File: src/design/rssc_pkg.sv
package rssc_pkg;

   // quotient bits of the plane parameter, one per divider stage
   localparam int DIV_STEPS = 16;

   // configuration register indexes
   typedef enum logic [2:0] {
      CSR_SURFACE_KIND   = 3'd0,
      CSR_ANCHOR_POINT   = 3'd1,
      CSR_UNIT_NORMAL    = 3'd2,
      CSR_RADIUS_SQUARED = 3'd3,
      CSR_EDGE_ONE       = 3'd4,
      CSR_EDGE_TWO       = 3'd5,
      CSR_MIN_COSINE     = 3'd6
   } csr_index_type;

   typedef struct packed {
      logic signed [15:0] pos_x;
      logic signed [15:0] pos_y;
      logic signed [15:0] pos_z;
      logic signed [15:0] dir_x;
      logic signed [15:0] dir_y;
      logic signed [15:0] dir_z;
      logic [15:0]        step_len;
   } req_word_type;

   typedef struct packed {
      logic               crosses;
      logic signed [15:0] entrance_cos;
   } rsp_word_type;

   // surface description seen by the pipeline, anchor and edge components already sign extended
   typedef struct packed {
      logic             kind;
      logic [2:0][15:0] anc;
      logic [2:0][15:0] nrm;
      logic [2:0][15:0] e1;
      logic [2:0][15:0] e2;
      logic [31:0]      rsq;
      logic [14:0]      min_cos;
      logic [32:0]      len1;
      logic [32:0]      len2;
   } cfg_type;

   // what travels alongside the divider
   typedef struct packed {
      logic             reject;
      logic [15:0]      ec;
      logic [2:0][15:0] dir;
      logic [2:0][16:0] diff;
      logic [15:0]      step_len;
   } side_type;

   // sign extend the low bits of a coordinate slot, sh = 16 - coordinate width
   function automatic logic [15:0] sext_coord(input logic [15:0] v, input logic [4:0] sh);
      logic signed [15:0] t;
      t = $signed(v << sh);
      return 16'(t >>> sh);
   endfunction

endpackage

File: src/design/rssc_div.sv
module rssc_div (
   input  logic              clock,
   input  logic              reset,
   input  logic              en,
   input  logic              in_valid,
   input  logic [33:0]       in_rem,
   input  logic [1:0]        in_lo,
   input  logic [31:0]       in_c,
   input  rssc_pkg::side_type in_side,
   output logic              out_valid,
   output logic [15:0]       out_q,
   output rssc_pkg::side_type out_side
);
   import rssc_pkg::*;

   // one restoring step per stage, most significant quotient bit first
   logic                 valid_ff [DIV_STEPS];
   logic [33:0]          rem_ff   [DIV_STEPS];
   logic [15:0]          q_ff     [DIV_STEPS];
   logic [1:0]           lo_ff    [DIV_STEPS];
   logic [31:0]          c_ff     [DIV_STEPS];
   side_type             side_ff  [DIV_STEPS];

   logic                 src_valid [DIV_STEPS];
   logic [33:0]          src_rem   [DIV_STEPS];
   logic [15:0]          src_q     [DIV_STEPS];
   logic [1:0]           src_lo    [DIV_STEPS];
   logic [31:0]          src_c     [DIV_STEPS];
   side_type             src_side  [DIV_STEPS];
   logic [33:0]          rem_in    [DIV_STEPS];
   logic [15:0]          q_in      [DIV_STEPS];

   always_comb begin
      logic [33:0] sh;
      logic        nb;
      logic        ge;
      src_valid[0] = in_valid;
      src_rem[0]   = in_rem;
      src_q[0]     = '0;
      src_lo[0]    = in_lo;
      src_c[0]     = in_c;
      src_side[0]  = in_side;
      for (int k = 1; k < DIV_STEPS; k++) begin
         src_valid[k] = valid_ff[k-1];
         src_rem[k]   = rem_ff[k-1];
         src_q[k]     = q_ff[k-1];
         src_lo[k]    = lo_ff[k-1];
         src_c[k]     = c_ff[k-1];
         src_side[k]  = side_ff[k-1];
      end
      for (int k = 0; k < DIV_STEPS; k++) begin
         // dividend bits below the seed: two low numerator bits, then zeros
         if (k == 0) begin
            nb = src_lo[k][1];
         end else if (k == 1) begin
            nb = src_lo[k][0];
         end else begin
            nb = 1'b0;
         end
         sh = {src_rem[k][32:0], nb};
         ge = (sh >= {2'b0, src_c[k]});
         rem_in[k] = ge ? sh - {2'b0, src_c[k]} : sh;
         q_in[k]   = {src_q[k][14:0], ge};
      end
   end

   always_ff @(posedge clock) begin
      for (int k = 0; k < DIV_STEPS; k++) begin
         if (reset) begin
            valid_ff[k] <= 1'b0;
         end else if (en) begin
            valid_ff[k] <= src_valid[k];
         end
         if (en) begin
            rem_ff[k]  <= rem_in[k];
            q_ff[k]    <= q_in[k];
            lo_ff[k]   <= src_lo[k];
            c_ff[k]    <= src_c[k];
            side_ff[k] <= src_side[k];
         end
      end
   end

   assign out_valid = valid_ff[DIV_STEPS-1];
   assign out_q     = q_ff[DIV_STEPS-1];
   assign out_side  = side_ff[DIV_STEPS-1];

`ifndef NO_ASSERTIONS
   // a step that survived the range test never lands past its free path
   a_t_within_path: assert property (@(posedge clock) disable iff (reset)
      out_valid && !out_side.reject |-> out_q <= out_side.step_len)
      else $error("plane parameter exceeds free path");
`endif

endmodule

File: config.mk
export PLATFORM = sky130hd
export DESIGN_NAME = rssc_div
export DESIGN_NICKNAME = d
export VERILOG_FILES = /design/src/design/rssc_pkg.sv /design/src/design/rssc_div.sv
export SDC_FILE = /design/constraint.sdc
export NUM_CORES = 2
export LEC_CHECK = 0
export BUFFER_PORTS_ARGS = -buffer_cell sky130_fd_sc_hd__buf_2
export CAP_MARGIN = 15
export CORE_ASPECT_RATIO = 1.75
export CORE_MARGIN = 4
export CORE_UTILIZATION = 67
export DETAILED_ROUTE_END_ITERATION = 8
export GPL_ROUTABILITY_DRIVEN = 0
export PLACE_DENSITY = 0.85
export SYNTH_ARGS = -nofsm -noshare
export SYNTH_HDL_FRONTEND = slang
export SYNTH_SLANG_ARGS = --single-unit
File: constraint.sdc
create_clock -name clock -period 8.8 [get_ports clock]
set_clock_uncertainty 0.15 [all_clocks]
set_input_delay 0 -clock clock [delete_from_list [all_inputs] [get_ports clock]]
set_output_delay 0 -clock clock [all_outputs]
set_load 0.05 [all_outputs]
==> impl_metrics.json <==
{
  "ys_seq_area_share_pct": 74.3,
  "setup_violations": 0,
  "ir_worst_vdd_v": 0.000258,
  "place.port_buffers": 351,
  "crit_type": "input pin to register",
  "critPathArrivalTime_ns": 6.81,
  "grt_max_degree": 194,
  "die_area_um2": 203000,
  "rsz0062_at_grt": "no",
  "clock_path_buffers": 4,
  "die-width_um": 342,
  "fmax_ghz": 0.158,
  "core_um2": 194000,
  "antenna_left": 0,
  "worstPathRequired_ns": 9.29,
  "power_density_nw_per_um2": 317,
  "cts.htree.levels": 5,
  "p_leak_nw": 56.1,
  "synthAdderAreaFrac_pct": 5.11,
  "fin_util_pct": 76.5,
  "worstMarginPinSlew_ns": 1.23,
  "grtUsageTotal_pct": 25.9,
  "pre_cts_slack_ns": 3.21,
  "synthArstFlopShare_pct": 0,
  "cts_root_buf": "clkbuf_16",
  "synth_area_per_cell_um2": 15.4,
  "cts_tree": "yes",
  "n_fill_cell": 10400,
  "start_kind": "input pin",
  "final.setup.worst_slack_ns": 2.49,
  "holdPathEnd": "rem_ff[0][32]",
  "avgRoutedWirePerCell_um": 22.3,
  "drc": 3,
  "cp_max_fo": 63,
  "relSlewSlack_pct": 18.1,
  "grt_pass1_vias": 75000,
  "vias": 73600,
  "area_delta_synth_final_pct": 13.5,
  "cts_buffers": 284,
  "synth-edff-count": 3240,
  "ff2ff_setup_slack_ns": 2.76,
  "synthTopCellsByArea": "edfxtp_1 (74%), ha_1 (4.9%), a21oi_1 (2.3%)",
  "synth_top_family_by_area": "compound AO/OA/AOI/OAI gates",
  "violations": "DRC",
  "yosysTopAreaCell": "edfxtp_1",
  "postCtsSetupRepairBufs": 0,
  "ys_seq_elements": 3240,
  "grt_pass1_wl_mm": 410,
  "detail_route.iter0.violations": 7030,
  "rr_worst_depth": 13,
  "grt_overflow_total": 0,
  "firstDrtPassIters": 9,
  "synth_compound_area_share_pct": 8.32,
  "fin_nets": 10000,
  "crit_start": "in_lo[1]",
  "vias_per_cell": 6.07,
  "synth_top_area_share_pct": 74.3,
  "worstSetupEndpointType": "register",
  "synth_nets": 9211,
  "min_from": "in_rem[31]",
  "report.final.hold_viol_count": 0,
  "clk_latency_ns": 0.81,
  "period_needed_ns": 6.31,
  "tns_ns": 0,
  "antenna_found_initial": 10,
  "final_max_slew_viol_count": 0,
  "synthSimpleGateAreaFrac_pct": 5.23,
  "syn_area_um2": 131000,
  "die_h_um": 593,
  "initial_core_util_pct": 67.4,
  "rows": 214,
  "yosysWarnings": 0,
  "post_cts_resized": 0,
  "p_total_w": 0.0470,
  "hold_path.class": "input pin to register",
  "layout-drive-gt1-share_pct": 10.3,
  "synthFlopType": "edfxtp_1",
  "synthCells": 8481,
  "post-route-period-util_pct": 71.7,
  "detail_route.wirelength_mm": 270,
  "r2r-end": "rem_ff[0][77]",
  "ys_types": 87,
  "pin_count": 353,
  "min_path_cells": 4,
  "path_clk_slew_ns": 0.06,
  "cts_sinks": 3240,
  "synthXorXnorAreaFrac_pct": 2.75,
  "dp.final_hpwl_mm": 154,
  "maxCapViolCount": 0,
  "r2r-start": "c_ff[0][38]",
  "synth.area.mux_share_pct": 1.10,
  "status": "finished, violations left"
}
## per-stage QoR
step | hold WS, ns | cells | area (µm²)
after detailed placement | 0.0281 | 11200 | 135000
after global routing | 0.109 | 12100 | 149000
after global placement | 0.0265 | 11200 | 135000
final | 0.127 | 12100 | 149000
after CTS | 0.0624 | 12100 | 149000
after floorplan | -0.0511 | 8481 | 131000
## timing repair
action                                 in CTS  in global routing
hold buffers                              447                  0
setup endpoints to repair                   0                  0
endpoints found under the hold margin     398                  0
## routing by layer
layer	global-route usage, %	share of wire, %	vias to the layer above
met2	48.2	53	3936
met3	4.03	6.3	1196
li1	-	-	33200
met1	27.2	33	35200
met4	16.4	7.5	10
met5	0	0.021	-
## synthesized netlist by cell type (18+ instances only)
master,n
a31oi_1,40
a21o_1,251
clkbuf_1,113
a211oi_1,33
buf_2,46
edfxtp_1,3240
and2_1,44
nor3_1,78
o21a_1,62
a221o_1,19
xnor2_1,233
mux2_2,109
a21oi_1,599
nand3_1,100
o21ai_0,417
xor2_1,179
nor2b_1,75
o211ai_1,20
a21boi_0,18
nor2_1,440
nor4_1,21
o21bai_1,71
nand2b_1,75
nand2_1,452
ha_1,511
and3_1,33
buf_4,152
inv_1,645
nand4_1,85
o31ai_1,33
## layout by cell type (no fill, tap or decap), types with 233 or more instances in the layout
cell type / n
a21oi_1: 599
xnor2_1: 233
edfxtp_1: 3240
inv_1: 645
dlygate4sd3_1: 447
a21o_1: 251
nor2_1: 438
o21ai_0: 417
ha_1: 511
buf_2: 350
nand2_1: 452
clkbuf_16: 290
## cells by family after synthesis
kind of cell	after synthesis
DFF	3240
xor gates and xnor gates	412
and+or+nand+nor	1473
muxes	130
buffers and inverters	957
adders and majority gates	526
AOI/OAI and AO/OA	1743
## sequential cells by signal, indices dropped and copies added, names as in the netlist
signal,cells
c_ff,480
lo_ff,1
q_ff,136
rem_ff,495
side_ff,2112
valid_ff,16
## worst max path at each step
stage                     end  slack (ns)  cells past startpoint
2_1_floorplan  rem_ff[0][134]        5.24                     11
3_3_place_gp    rem_ff[0][69]        3.30                     12
3_5_place_dp    rem_ff[0][83]        3.21                     12
4_1_cts         rem_ff[0][83]        3.09                     13
5_1_grt          rem_ff[0][5]        2.57                     20
6_report        rem_ff[0][12]        2.49                     20
## area by class of cell
type | count | area (µm²) | area share (%)
Antenna cell | 9 | 22.5 | 0.0152
Tap cell | 2592 | 3240 | 2.18
Sequential cell | 3240 | 97300 | 65.5
Timing Repair Buffer | 850 | 6790 | 4.57
Inverter | 646 | 2420 | 1.63
Clock buffer | 327 | 7400 | 4.98
Multi-Input combinational cell | 4284 | 29600 | 19.9
Clock inverter | 170 | 1870 | 1.26
## critical path, stage by stage
cell           delay, ns
dlygate4sd3_1       0.53
buf_2               0.12
dlygate4sd3_1       0.58
inv_1               0.12
ha_1                0.22
inv_1               0.07
fa_1                0.49
a211oi_2            0.24
nor2_1              0.14
o41ai_4             0.72
o31ai_4             0.24
a2111oi_4           0.52
o311ai_4            0.20
a21oi_2             0.34
o211a_1             0.20
buf_4               0.52
nand2_1             0.15
dlygate4sd3_1       0.60
o21ai_0             0.10
dlygate4sd3_1       0.63
## where the power goes
group | internal (W) | total, W | switching (W)
logic | 0.00543 | 0.0135 | 0.00802
clock network | 0.00713 | 0.0126 | 0.00550
registers | 0.0199 | 0.0210 | 0.00110
(Power assumes the default switching activity.)
